<file path="src/hdl/float_pixel_quantize_remosaic_top_defines.svh">
// ----------------------------------------------------------------------------
// Assertion macros for the float pixel quantizer
// Shared helpers for concurrent checks in the block.
// ----------------------------------------------------------------------------
`ifndef FLOAT_PIXEL_QUANTIZE_REMOSAIC_TOP_DEFINES_SVH
`define FLOAT_PIXEL_QUANTIZE_REMOSAIC_TOP_DEFINES_SVH

// same-cycle implication
`define FPQR_ASSERT_SAME(label, clk, rst, ante, cons) \
   label: assert property (@(posedge clk) disable iff (rst) (ante) |-> (cons)) \
      else $error("fpqr check failed");

// next-cycle implication
`define FPQR_ASSERT_NEXT(label, clk, rst, ante, cons) \
   label: assert property (@(posedge clk) disable iff (rst) (ante) |=> (cons)) \
      else $error("fpqr check failed");

`endif

</file>
<file path="src/hdl/fpqr_pkg.sv">
// ----------------------------------------------------------------------------
// fpqr_pkg
// Types, constants and the Bayer layout table of the float pixel quantizer.
// ----------------------------------------------------------------------------
package fpqr_pkg;

   localparam int unsigned ValueWidth = 32;
   localparam int unsigned CodeWidth  = 16;
   localparam int unsigned ProdWidth  = 40;
   localparam int unsigned AddrWidth  = 3;

   // exponent limits for the nonzero, unsaturated range
   localparam logic [7:0] ExpZeroBelow = 8'd110;
   localparam logic [7:0] ExpSatFrom   = 8'd127;
   localparam logic [7:0] ExpBias150   = 8'd150;
   localparam logic [7:0] ExpNonFinite = 8'hFF;

   localparam logic       ModeLinear = 1'b0;
   localparam logic       ModeCfa    = 1'b1;
   localparam logic [1:0] CountLinear = 2'd3;
   localparam logic [1:0] CountCfa    = 2'd1;

   localparam logic [0:0] RegProjectionMode = 1'd0;
   localparam logic [0:0] RegBayerLayout    = 1'd1;

   localparam logic [1:0] ChanRed   = 2'd0;
   localparam logic [1:0] ChanGreen = 2'd1;
   localparam logic [1:0] ChanBlue  = 2'd2;

   typedef struct packed {
      logic s1;
      logic s2;
   } stage_en_type;

   // channel picked by layout (BGGR, RGGB, GRBG, GBRG) at site row*2+col
   function automatic logic [1:0] layout_channel(input logic [1:0] layout,
                                                 input logic [1:0] site);
      logic [1:0] ch;
      unique case ({layout, site})
         4'h0: ch = ChanBlue;  4'h1: ch = ChanGreen; 4'h2: ch = ChanGreen; 4'h3: ch = ChanRed;
         4'h4: ch = ChanRed;   4'h5: ch = ChanGreen; 4'h6: ch = ChanGreen; 4'h7: ch = ChanBlue;
         4'h8: ch = ChanGreen; 4'h9: ch = ChanRed;   4'hA: ch = ChanBlue;  4'hB: ch = ChanGreen;
         4'hC: ch = ChanGreen; 4'hD: ch = ChanBlue;  4'hE: ch = ChanRed;   4'hF: ch = ChanGreen;
         default: ch = ChanRed;
      endcase
      return ch;
   endfunction

endpackage

</file>
<file path="src/hdl/fpqr_req_if.sv">
// ----------------------------------------------------------------------------
// fpqr_req_if
// Pixel input channel: three float channels plus position and tile marker.
// ----------------------------------------------------------------------------
interface fpqr_req_if;
   logic        valid;
   logic        ready;
   logic [31:0] red_value;
   logic [31:0] green_value;
   logic [31:0] blue_value;
   logic        column_parity;
   logic        row_parity;
   logic        end_of_tile;

   modport source (output valid, red_value, green_value, blue_value,
                   column_parity, row_parity, end_of_tile, input ready);
   modport sink   (input valid, red_value, green_value, blue_value,
                   column_parity, row_parity, end_of_tile, output ready);
endinterface

</file>
<file path="src/hdl/fpqr_rsp_if.sv">
// ----------------------------------------------------------------------------
// fpqr_rsp_if
// Result channel: up to three 16-bit codes, code count and tile marker.
// ----------------------------------------------------------------------------
interface fpqr_rsp_if;
   logic        valid;
   logic        ready;
   logic [15:0] code_first;
   logic [15:0] code_second;
   logic [15:0] code_third;
   logic [1:0]  code_count;
   logic        tile_done;

   modport source (output valid, code_first, code_second, code_third,
                   code_count, tile_done, input ready);
   modport sink   (input valid, code_first, code_second, code_third,
                   code_count, tile_done, output ready);
endinterface

</file>
<file path="src/hdl/fpqr_quant.sv">
// ----------------------------------------------------------------------------
// fpqr_quant
// Two-stage float to 16-bit code quantizer for one channel.
// ----------------------------------------------------------------------------
module fpqr_quant
   import fpqr_pkg::*;
(
   input  logic                 clock,
   input  stage_en_type         en,
   input  logic [ValueWidth-1:0] value,
   output logic [CodeWidth-1:0]  code
);

   logic [7:0]           expo;
   logic [23:0]          mant;
   logic                 zero_in, zero_ff;
   logic                 sat_in, sat_ff;
   logic [ProdWidth-1:0] prod_in, prod_ff;
   logic [7:0]           shift_full;
   logic [5:0]           shift_in, shift_ff;
   logic [ProdWidth:0]   sum;
   logic [ProdWidth:0]   shifted;
   logic [CodeWidth-1:0] code_in, code_ff;

   // stage 1: classify, form mantissa * 65535
   always_comb begin
      expo       = value[30:23];
      mant       = {(expo != 8'd0), value[22:0]};
      zero_in    = (expo == ExpNonFinite) || value[31] || (expo < ExpZeroBelow);
      sat_in     = (expo >= ExpSatFrom);
      prod_in    = {mant, 16'd0} - {16'd0, mant};
      shift_full = ExpBias150 - expo;
      shift_in   = shift_full[5:0];
   end

   always_ff @(posedge clock) begin
      if (en.s1) begin
         zero_ff  <= zero_in;
         sat_ff   <= sat_in;
         prod_ff  <= prod_in;
         shift_ff <= shift_in;
      end
   end

   // stage 2: add half, drop fraction
   always_comb begin
      sum     = {1'b0, prod_ff} + ((ProdWidth+1)'(1) << (shift_ff - 6'd1));
      shifted = sum >> shift_ff;
      priority if (zero_ff) code_in = '0;
      else if (sat_ff)      code_in = '1;
      else                  code_in = shifted[CodeWidth-1:0];
   end

   always_ff @(posedge clock) begin
      if (en.s2) code_ff <= code_in;
   end

   assign code = code_ff;

endmodule

</file>
<file path="src/hdl/float_pixel_quantize_remosaic_top.sv">
// ----------------------------------------------------------------------------
// float_pixel_quantize_remosaic_top
// Float RGB pixel to 16-bit codes, linear or Bayer remosaic output.
// ----------------------------------------------------------------------------
// Usage:
//   req_chan carries one pixel per transfer: three IEEE single floats (R, G, B),
//   column/row parity and an end-of-tile marker. rsp_chan returns exactly one
//   result per pixel, in order: three codes in linear mode, or one code picked
//   from the Bayer layout in CFA mode (other codes zero), with a code count.
//   Each result is registered through the three-stage pipeline (decode and
//   product, round and shift, select into the output register); one pixel per
//   cycle is sustained while the receiver is ready.
//   Each stage advances when it is empty or the next one advances, so bubbles
//   collapse and input is taken while a result waits, as long as a stage is free.
//   When the receiver stalls, hold every full stage; nothing is dropped or repeated.
//   The APB port at csr_ sets projection_mode (addr 0) and bayer_layout (addr 4);
//   write it only while the pipeline is empty.
//   Reset (synchronous) empties the pipeline and clears both registers.
// ----------------------------------------------------------------------------
`include "float_pixel_quantize_remosaic_top_defines.svh"

module float_pixel_quantize_remosaic_top
   import fpqr_pkg::*;
(
   input  logic                 clock,
   input  logic                 reset,
   fpqr_req_if.sink             req_chan,
   fpqr_rsp_if.source           rsp_chan,
   input  logic                 csr_psel,
   input  logic                 csr_penable,
   input  logic                 csr_pwrite,
   input  logic [AddrWidth-1:0] csr_paddr,
   input  logic [31:0]          csr_pwdata,
   output logic [31:0]          csr_prdata,
   output logic                 csr_pready
);

   // configuration registers
   logic       mode_ff, mode_in;
   logic [1:0] layout_ff, layout_in;
   logic       csr_write;
   logic [0:0] csr_index;

   assign csr_pready = 1'b1;
   assign csr_write  = csr_psel && csr_penable && csr_pwrite;
   assign csr_index  = csr_paddr[2:2];

   always_comb begin
      mode_in   = mode_ff;
      layout_in = layout_ff;
      if (csr_write) begin
         unique case (csr_index)
            RegProjectionMode: mode_in   = csr_pwdata[0];
            RegBayerLayout:    layout_in = csr_pwdata[1:0];
            default: ;
         endcase
      end
   end

   always_ff @(posedge clock) begin
      if (reset) begin
         mode_ff   <= ModeLinear;
         layout_ff <= 2'd0;
      end else begin
         mode_ff   <= mode_in;
         layout_ff <= layout_in;
      end
   end

   always_comb begin
      unique case (csr_index)
         RegProjectionMode: csr_prdata = {31'd0, mode_ff};
         RegBayerLayout:    csr_prdata = {30'd0, layout_ff};
         default:           csr_prdata = '0;
      endcase
   end

   // pipeline control: a stage advances when empty or its successor advances
   logic         v1_ff, v2_ff, v3_ff;
   logic         adv1, adv2, adv3;
   stage_en_type en;

   assign adv3  = !v3_ff || rsp_chan.ready;
   assign adv2  = !v2_ff || adv3;
   assign adv1  = !v1_ff || adv2;
   assign en    = '{s1: adv1, s2: adv2};
   assign req_chan.ready = adv1;

   always_ff @(posedge clock) begin
      if (reset) begin
         v1_ff <= 1'b0;
         v2_ff <= 1'b0;
         v3_ff <= 1'b0;
      end else begin
         if (adv1) v1_ff <= req_chan.valid;
         if (adv2) v2_ff <= v1_ff;
         if (adv3) v3_ff <= v2_ff;
      end
   end

   // sideband travels with the data: site index and tile marker
   logic [1:0] site1_ff, site2_ff;
   logic       eot1_ff, eot2_ff;

   always_ff @(posedge clock) begin
      if (adv1) begin
         site1_ff <= {req_chan.row_parity, req_chan.column_parity};
         eot1_ff  <= req_chan.end_of_tile;
      end
      if (adv2) begin
         site2_ff <= site1_ff;
         eot2_ff  <= eot1_ff;
      end
   end

   // per-channel quantizers (stages 1 and 2)
   logic [CodeWidth-1:0] red_code, green_code, blue_code;

   fpqr_quant u_quant_red (
      .clock (clock), .en (en), .value (req_chan.red_value), .code (red_code)
   );
   fpqr_quant u_quant_green (
      .clock (clock), .en (en), .value (req_chan.green_value), .code (green_code)
   );
   fpqr_quant u_quant_blue (
      .clock (clock), .en (en), .value (req_chan.blue_value), .code (blue_code)
   );

   // stage 3: pick codes per mode into the output register
   logic [CodeWidth-1:0] first_in, second_in, third_in;
   logic [CodeWidth-1:0] first_ff, second_ff, third_ff;
   logic [1:0]           count_in, count_ff;
   logic                 eot3_ff;
   logic [1:0]           pick;

   always_comb begin
      pick = layout_channel(layout_ff, site2_ff);
      if (mode_ff == ModeCfa) begin
         unique case (pick)
            ChanRed:   first_in = red_code;
            ChanGreen: first_in = green_code;
            ChanBlue:  first_in = blue_code;
            default:   first_in = red_code;
         endcase
         second_in = '0;
         third_in  = '0;
         count_in  = CountCfa;
      end else begin
         first_in  = red_code;
         second_in = green_code;
         third_in  = blue_code;
         count_in  = CountLinear;
      end
   end

   always_ff @(posedge clock) begin
      if (adv3) begin
         first_ff  <= first_in;
         second_ff <= second_in;
         third_ff  <= third_in;
         count_ff  <= count_in;
         eot3_ff   <= eot2_ff;
      end
   end

   assign rsp_chan.valid       = v3_ff;
   assign rsp_chan.code_first  = first_ff;
   assign rsp_chan.code_second = second_ff;
   assign rsp_chan.code_third  = third_ff;
   assign rsp_chan.code_count  = count_ff;
   assign rsp_chan.tile_done   = eot3_ff;

   // checks
   `FPQR_ASSERT_SAME(a_cfa_zero_rest, clock, reset,
      rsp_chan.valid && (rsp_chan.code_count == CountCfa),
      (rsp_chan.code_second == '0) && (rsp_chan.code_third == '0))
   `FPQR_ASSERT_SAME(a_count_legal, clock, reset,
      rsp_chan.valid,
      (rsp_chan.code_count == CountCfa) || (rsp_chan.code_count == CountLinear))
   `FPQR_ASSERT_NEXT(a_input_lands, clock, reset,
      req_chan.valid && req_chan.ready, v1_ff)
   `FPQR_ASSERT_NEXT(a_stage2_holds, clock, reset,
      v2_ff && !adv3, v2_ff)

endmodule

</file>
<file path="src/flat_wrapper.sv">
// flat-port wrapper written by rule: the top's interface ports become plain ports
module float_pixel_quantize_remosaic_top_flat import fpqr_pkg::*;
  (clock, reset, csr_psel, csr_penable, csr_pwrite, csr_paddr, csr_pwdata, csr_prdata, csr_pready, req_chan_valid, req_chan_red_value, req_chan_green_value, req_chan_blue_value, req_chan_column_parity, req_chan_row_parity, req_chan_end_of_tile, req_chan_ready, rsp_chan_valid, rsp_chan_code_first, rsp_chan_code_second, rsp_chan_code_third, rsp_chan_code_count, rsp_chan_tile_done, rsp_chan_ready);
  fpqr_req_if req_chan_i ();
  fpqr_rsp_if rsp_chan_i ();
  input  logic clock;
  input  logic reset;
  input  logic csr_psel;
  input  logic csr_penable;
  input  logic csr_pwrite;
  input  logic [AddrWidth-1:0] csr_paddr;
  input  logic [31:0] csr_pwdata;
  output logic [31:0] csr_prdata;
  output logic csr_pready;
  input wire logic [$bits(req_chan_i.valid)-1:0] req_chan_valid;
  input wire logic [$bits(req_chan_i.red_value)-1:0] req_chan_red_value;
  input wire logic [$bits(req_chan_i.green_value)-1:0] req_chan_green_value;
  input wire logic [$bits(req_chan_i.blue_value)-1:0] req_chan_blue_value;
  input wire logic [$bits(req_chan_i.column_parity)-1:0] req_chan_column_parity;
  input wire logic [$bits(req_chan_i.row_parity)-1:0] req_chan_row_parity;
  input wire logic [$bits(req_chan_i.end_of_tile)-1:0] req_chan_end_of_tile;
  output wire logic [$bits(req_chan_i.ready)-1:0] req_chan_ready;
  output wire logic [$bits(rsp_chan_i.valid)-1:0] rsp_chan_valid;
  output wire logic [$bits(rsp_chan_i.code_first)-1:0] rsp_chan_code_first;
  output wire logic [$bits(rsp_chan_i.code_second)-1:0] rsp_chan_code_second;
  output wire logic [$bits(rsp_chan_i.code_third)-1:0] rsp_chan_code_third;
  output wire logic [$bits(rsp_chan_i.code_count)-1:0] rsp_chan_code_count;
  output wire logic [$bits(rsp_chan_i.tile_done)-1:0] rsp_chan_tile_done;
  input wire logic [$bits(rsp_chan_i.ready)-1:0] rsp_chan_ready;
  assign req_chan_i.valid = req_chan_valid;
  assign req_chan_i.red_value = req_chan_red_value;
  assign req_chan_i.green_value = req_chan_green_value;
  assign req_chan_i.blue_value = req_chan_blue_value;
  assign req_chan_i.column_parity = req_chan_column_parity;
  assign req_chan_i.row_parity = req_chan_row_parity;
  assign req_chan_i.end_of_tile = req_chan_end_of_tile;
  assign req_chan_ready = req_chan_i.ready;
  assign rsp_chan_valid = rsp_chan_i.valid;
  assign rsp_chan_code_first = rsp_chan_i.code_first;
  assign rsp_chan_code_second = rsp_chan_i.code_second;
  assign rsp_chan_code_third = rsp_chan_i.code_third;
  assign rsp_chan_code_count = rsp_chan_i.code_count;
  assign rsp_chan_tile_done = rsp_chan_i.tile_done;
  assign rsp_chan_i.ready = rsp_chan_ready;
  float_pixel_quantize_remosaic_top u_core (.clock(clock), .reset(reset), .req_chan(req_chan_i), .rsp_chan(rsp_chan_i), .csr_psel(csr_psel), .csr_penable(csr_penable), .csr_pwrite(csr_pwrite), .csr_paddr(csr_paddr), .csr_pwdata(csr_pwdata), .csr_prdata(csr_prdata), .csr_pready(csr_pready));
endmodule
</file>
<file path="config.mk">
export PLATFORM = sky130hd
export DESIGN_NAME = float_pixel_quantize_remosaic_top_flat
export DESIGN_NICKNAME = d
export VERILOG_FILES = /design/src/hdl/fpqr_pkg.sv /design/src/hdl/fpqr_req_if.sv /design/src/hdl/fpqr_rsp_if.sv /design/src/hdl/fpqr_quant.sv /design/src/hdl/float_pixel_quantize_remosaic_top.sv /design/src/flat_wrapper.sv
export VERILOG_INCLUDE_DIRS = /design/src /design/src/hdl
export SDC_FILE = /design/constraint.sdc
export NUM_CORES = 1
export LEC_CHECK = 0
export BUFFER_PORTS_ARGS = -buffer_cell sky130_fd_sc_hd__buf_2
export CAP_MARGIN = 20
export CORE_MARGIN = 4
export CORE_UTILIZATION = 50
export DETAILED_ROUTE_END_ITERATION = 7
export GPL_TIMING_DRIVEN = 0
export PLACE_DENSITY = 0.73
export RECOVER_POWER = 50
export SYNTH_ARGS = -nofsm -noshare
export SYNTH_HDL_FRONTEND = slang
export SYNTH_SLANG_ARGS = --single-unit
</file>
<file path="constraint.sdc">
create_clock -name clock -period 5.07 [get_ports clock]
set_input_delay 0.2535 -clock clock [delete_from_list [all_inputs] [get_ports clock]]
set_output_delay 0.2535 -clock clock [all_outputs]
set_load 0.005 [all_outputs]
</file>
==> out/metrics.sh <==
CRIT_PATH_MAX_INCR_DELAY_NS=0.51
INITIAL_CORE_UTIL_PCT=50.9
POSTSYNTHCELLCOUNT=3420
TIMING.SLEW.HEADROOM_PCT=-58.4
FINAL_CELL_MIX='nor2_1 (377), nand2_1 (355), edfxtp_1 (248)'
REPORT.FINAL.SLEW_VIOL_COUNT=154
TIMING.REG2REG.SETUP_SLACK_NS=0.02
SYNTH_FLOP_CELL='edfxtp_1'
AREA_TAKEN_BY_FLIP_FLOPS_AND_LATCHES_UM2=7570
GLOBAL_ROUTE.OVERFLOW_TOTAL=0
IOPINCOUNT=227
ROUTE.VIAS.TOTAL=28577
CRIT_FAMILY='simple AND/OR/NAND/NOR gates'
YS_SEQ_ELEMENTS=254
CP_NUM_CELLS=18
START_KIND='flop'
R2R-START='u_core.u_quant_red.shift_ff[1]'
CP.BUFFERS_INVERTERS=4
FINAL_SUM_OF_NEGATIVE_SETUP_SLACK_NS=0
CRIT_START='u_core.u_quant_red.shift_ff[1]'
WHS_NS=0.0308
NUMBER_OF_GLOBAL_ROUTE_VIAS_BEFORE_REPAIR=25927
CTS_ROOT_BUFFER='clkbuf_16'
GRT_USE_TOTAL_PCT=30.9
WORSTREG2REGEND='u_core.u_quant_red.code[2]'
FP.DIEW_UM=243
CRITICAL_PATH.ENDPOINT_TYPE='flop'
SETUP.WORST_PATH.CLASS='reg -> reg'
MAXIMUM_NUMBER_OF_PINS_ON_ONE_NET_BEFORE_GLOBAL_ROUTE_REPAIR=74
DRT-INITIAL-DRC-COUNT=3465
DESIGN_POWER_TOTAL_W=0.00777
WORST_SLEW_PIN_SLEW_NS=2.38
FIN_NETS=3996
PWR_DENSITY_CELL_nW_PER_UM2=242
IO_BUFFERS=153
HOLD_VIOLATION_TOTAL_FROM_THE_FINAL_REPORT=0
FINAL_PERIOD_MINUS_WORST_SETUP_SLACK_NS=5.05
TIMING.FINAL.CRIT_SHARE_PCT=99.5
CTS_TREE='done'
CLOCK_SKEW_NS=0.0313
SYNTH-EDFF-COUNT=248
WL_PER_CELL_UM=21.8
CRIT_PATH_TOP_DELAY_CELL='edfxtp_1'
LEAKAGEPOWER_nW=12.9
POST-ROUTE-UTIL_PCT=59.2
LAYOUT-DRIVE-GT1-SHARE_PCT=16.0
POST_DETAILED_PLACEMENT_HALF_PERIMETER_WIRELENGTH_UM=76800
CTS.HTREE.LEVELS=1
ANT_NETS=0
YOSYS_WARNINGS=0
CPMOSTUSEDCELL='clkbuf_8'
LARGEST_VOLTAGE_DROP_ON_THE_VDD_NET_V=0.000250
DP_WORST_SLACK_NS=-1.45
DIE_AR_UM2=59200
ARRIVAL_NS=5.40
SYNTH.YOSYS.SEQ_AREA_SHARE_PCT=27.4
FAILED_CHECKS='max-capacitance violations, max-slew violations'
AREA_GROWTH_PCT=16.2
POST_SYNTHESIS_ASYNC_SET_OR_RESET_FLOP_SHARE_PCT=0
POSTLAYOUTSETUPSLACKWORST_NS=0.0238
CLOCKBUFFERDEPTH=3
TIMING.MAX_CAP.VIOLATIONS=3
ANTENNA_CELLS=0
SYN_AREA_UM2=27700
CP_MAX_FO=10
WORSTPATHREQUIRED_NS=5.42
ACHIEVABLE-FREQUENCY_MHz=198
GPL.FINAL_WEIGHTED_CONGESTION=1.03
CP_CELL_SEQUENCE='inv_1, buf_6, clkbuf_8, nand2_2, clkbuf_8, nor2_1, ha_2, nand4_1, or3_1, or2_2, a211oi_2, nor3_2, xnor2_1, nand2_1, o221ai_1, a21oi_2, a311oi_1, a311o_1'
RUN_STATUS='finished with violations'
HOLD_PATH.CLASS='in -> reg'
TOTAL_CLOCK_BUFFERS_CREATED_BY_CTS=30
PLACEABLECOREAREA_UM2=54300
DRC_ERRORS=0
FINALSETUPVIOLCOUNT=0
PLACEMENTROWS=85
DETAIL_ROUTE.FIRST_PASS.ITERATIONS=6
WORSTSKEWPAIRLATENCY_NS=0.61
SYNTH.LIB_CELLS_USED.DISTINCT=96
MULTI_INPUT_LOGIC_AREA_UM2=19700
RSZ0062_AT_GRT='yes'
WL_UM=97300
GRT_FIRST_PASS_WIRELENGTH_UM=149000
GRT_ANTENNA_BEFORE_REPAIR=0
WORSTREGTOREGCELLS=18
CRIT_END='u_core.u_quant_red.code[2]'
ROUTED_VIA_DENSITY=6.41
FLOORPLAN.DIE.HEIGHT_UM=243
CLK_PIN_SLEW_WORST_PATHS_NS=0.06
TRITONCTS_NUM_SINKS=254
LAYOUT.CELLS.MOST_COMMON='nor2_1'
COUNT_OF_FILL_CELLS_ADDED_DURING_FILLER_INSERTION=5059
SYNTH_AREA_PER_CELL_UM2=8.09
## cell type report
| type | instances | share of cell area (%) |
|---|---|---|
| Multi-Input combinational cell | 2855 | 61.2 |
| Sequential cell | 254 | 23.5 |
| Timing Repair Buffer | 242 | 4.60 |
| Buffer | 201 | 3.39 |
| Tap cell | 739 | 2.88 |
| Clock buffer | 39 | 2.53 |
| Inverter | 109 | 1.31 |
| Clock inverter | 17 | 0.553 |
## report_power, final
| part | internal, W | leakage, nW | switching [W] |
|---|---|---|---|
| Combinational | 0.00108 | 9.67 | 0.00186 |
| Sequential | 0.00254 | 2.77 | 0.000131 |
| Clock | 0.00124 | 0.488 | 0.000914 |
## per-stage QoR
step                instance area [um^2]  instances
finish                             32200       4456
global route                       32200       4456
CTS                                31600       4444
detailed placement                 29600       4346
global placement                   29500       4342
floorplan                          27800       3450
## sequential cells by signal, indices dropped and copies added, names as in the netlist, 6 cells and up
signal                         flops
u_core.rsp_chan.code_first        16
u_core.rsp_chan.code_second       16
u_core.rsp_chan.code_third        16
u_core.u_quant_blue.code          16
u_core.u_quant_blue.prod_ff       40
u_core.u_quant_blue.shift_ff       6
u_core.u_quant_green.code         16
u_core.u_quant_green.prod_ff      40
u_core.u_quant_green.shift_ff      6
u_core.u_quant_red.code           16
u_core.u_quant_red.prod_ff        40
u_core.u_quant_red.shift_ff        6
## Yosys cell counts, drive strengths merged, types with 13 or more instances
library cell	instances	area [um^2]
clkbuf	166	623
and3	29	181
o21bai	19	143
nor2b	61	382
a211o	21	184
o211ai	62	470
buf	66	377
edfxtp	248	7450
a21o	53	399
a22oi	28	210
nor3	110	551
or3	35	221
or2	17	106
o22ai	33	206
o21ai	183	920
o221ai	25	219
nand2b	19	119
nand2	368	1380
and2	26	163
inv	104	390
nand4	73	457
ha	159	1990
a211oi	52	408
mux4	26	586
xor2	99	867
nor4	32	200
a31oi	30	188
a311oi	13	114
or4	13	97.6
mux2i	97	971
a221oi	17	155
nand3	85	425
mux2	33	372
a221o	14	140
xnor2	130	1140
nor2	398	1490
a21oi	236	1190
o21a	42	315
## worst min-delay path: stages
cell and delay [ns]:
buf_2 0.10, nor3_1 0.06, xnor2_1 0.12
## layer usage
metal	vias up	track usage [%]	part of all wire, %
li1	13290	-	-
met1	13420	44.6	42
met2	1601	47.3	43
met3	266	4.88	10
met4	0	10.1	3.7
met5	-	0	0
## worst min-delay path by stage
stage / from / end / slack, ns / depth (start not counted)
finish: req_chan_green_value[21] / u_core.u_quant_green.prod_ff[38] / 0.03 / 3
global route: req_chan_green_value[30] / u_core.u_quant_green.sat_ff / 0.03 / 2
CTS: req_chan_green_value[30] / u_core.u_quant_green.sat_ff / 0.001 / 2
detailed placement: u_core.eot2_ff / u_core.rsp_chan.tile_done / 0.41 / 0
global placement: u_core.eot1_ff / u_core.eot2_ff / 0.40 / 0
floorplan: reset / u_core.mode_ff / 0.32 / 1
## cells by family after synthesis
kind of cell / Yosys count / synth area share (%)
AO/OA/AOI/OAI: 980 / 24.1
AND/OR/NAND/NOR: 1296 / 21.8
multiplexers: 156 / 6.97
other: 2 / 0.0271
buffers and inverters: 341 / 5.09
adder cells (fa/ha/maj): 162 / 7.41
XOR/XNOR: 229 / 7.25
flip-flops: 254 / 27.4
## timing repair
item | 4_1_cts | 5_1_grt
hold buffers | 31 | 0
endpoints found under the setup margin | 48 | 48
gates resized for setup | 181 | 180
pin swaps | 11 | 26
endpoints found under the hold margin | 30 | 0
setup buffers | 24 | 30
(Power assumes the default switching activity.)
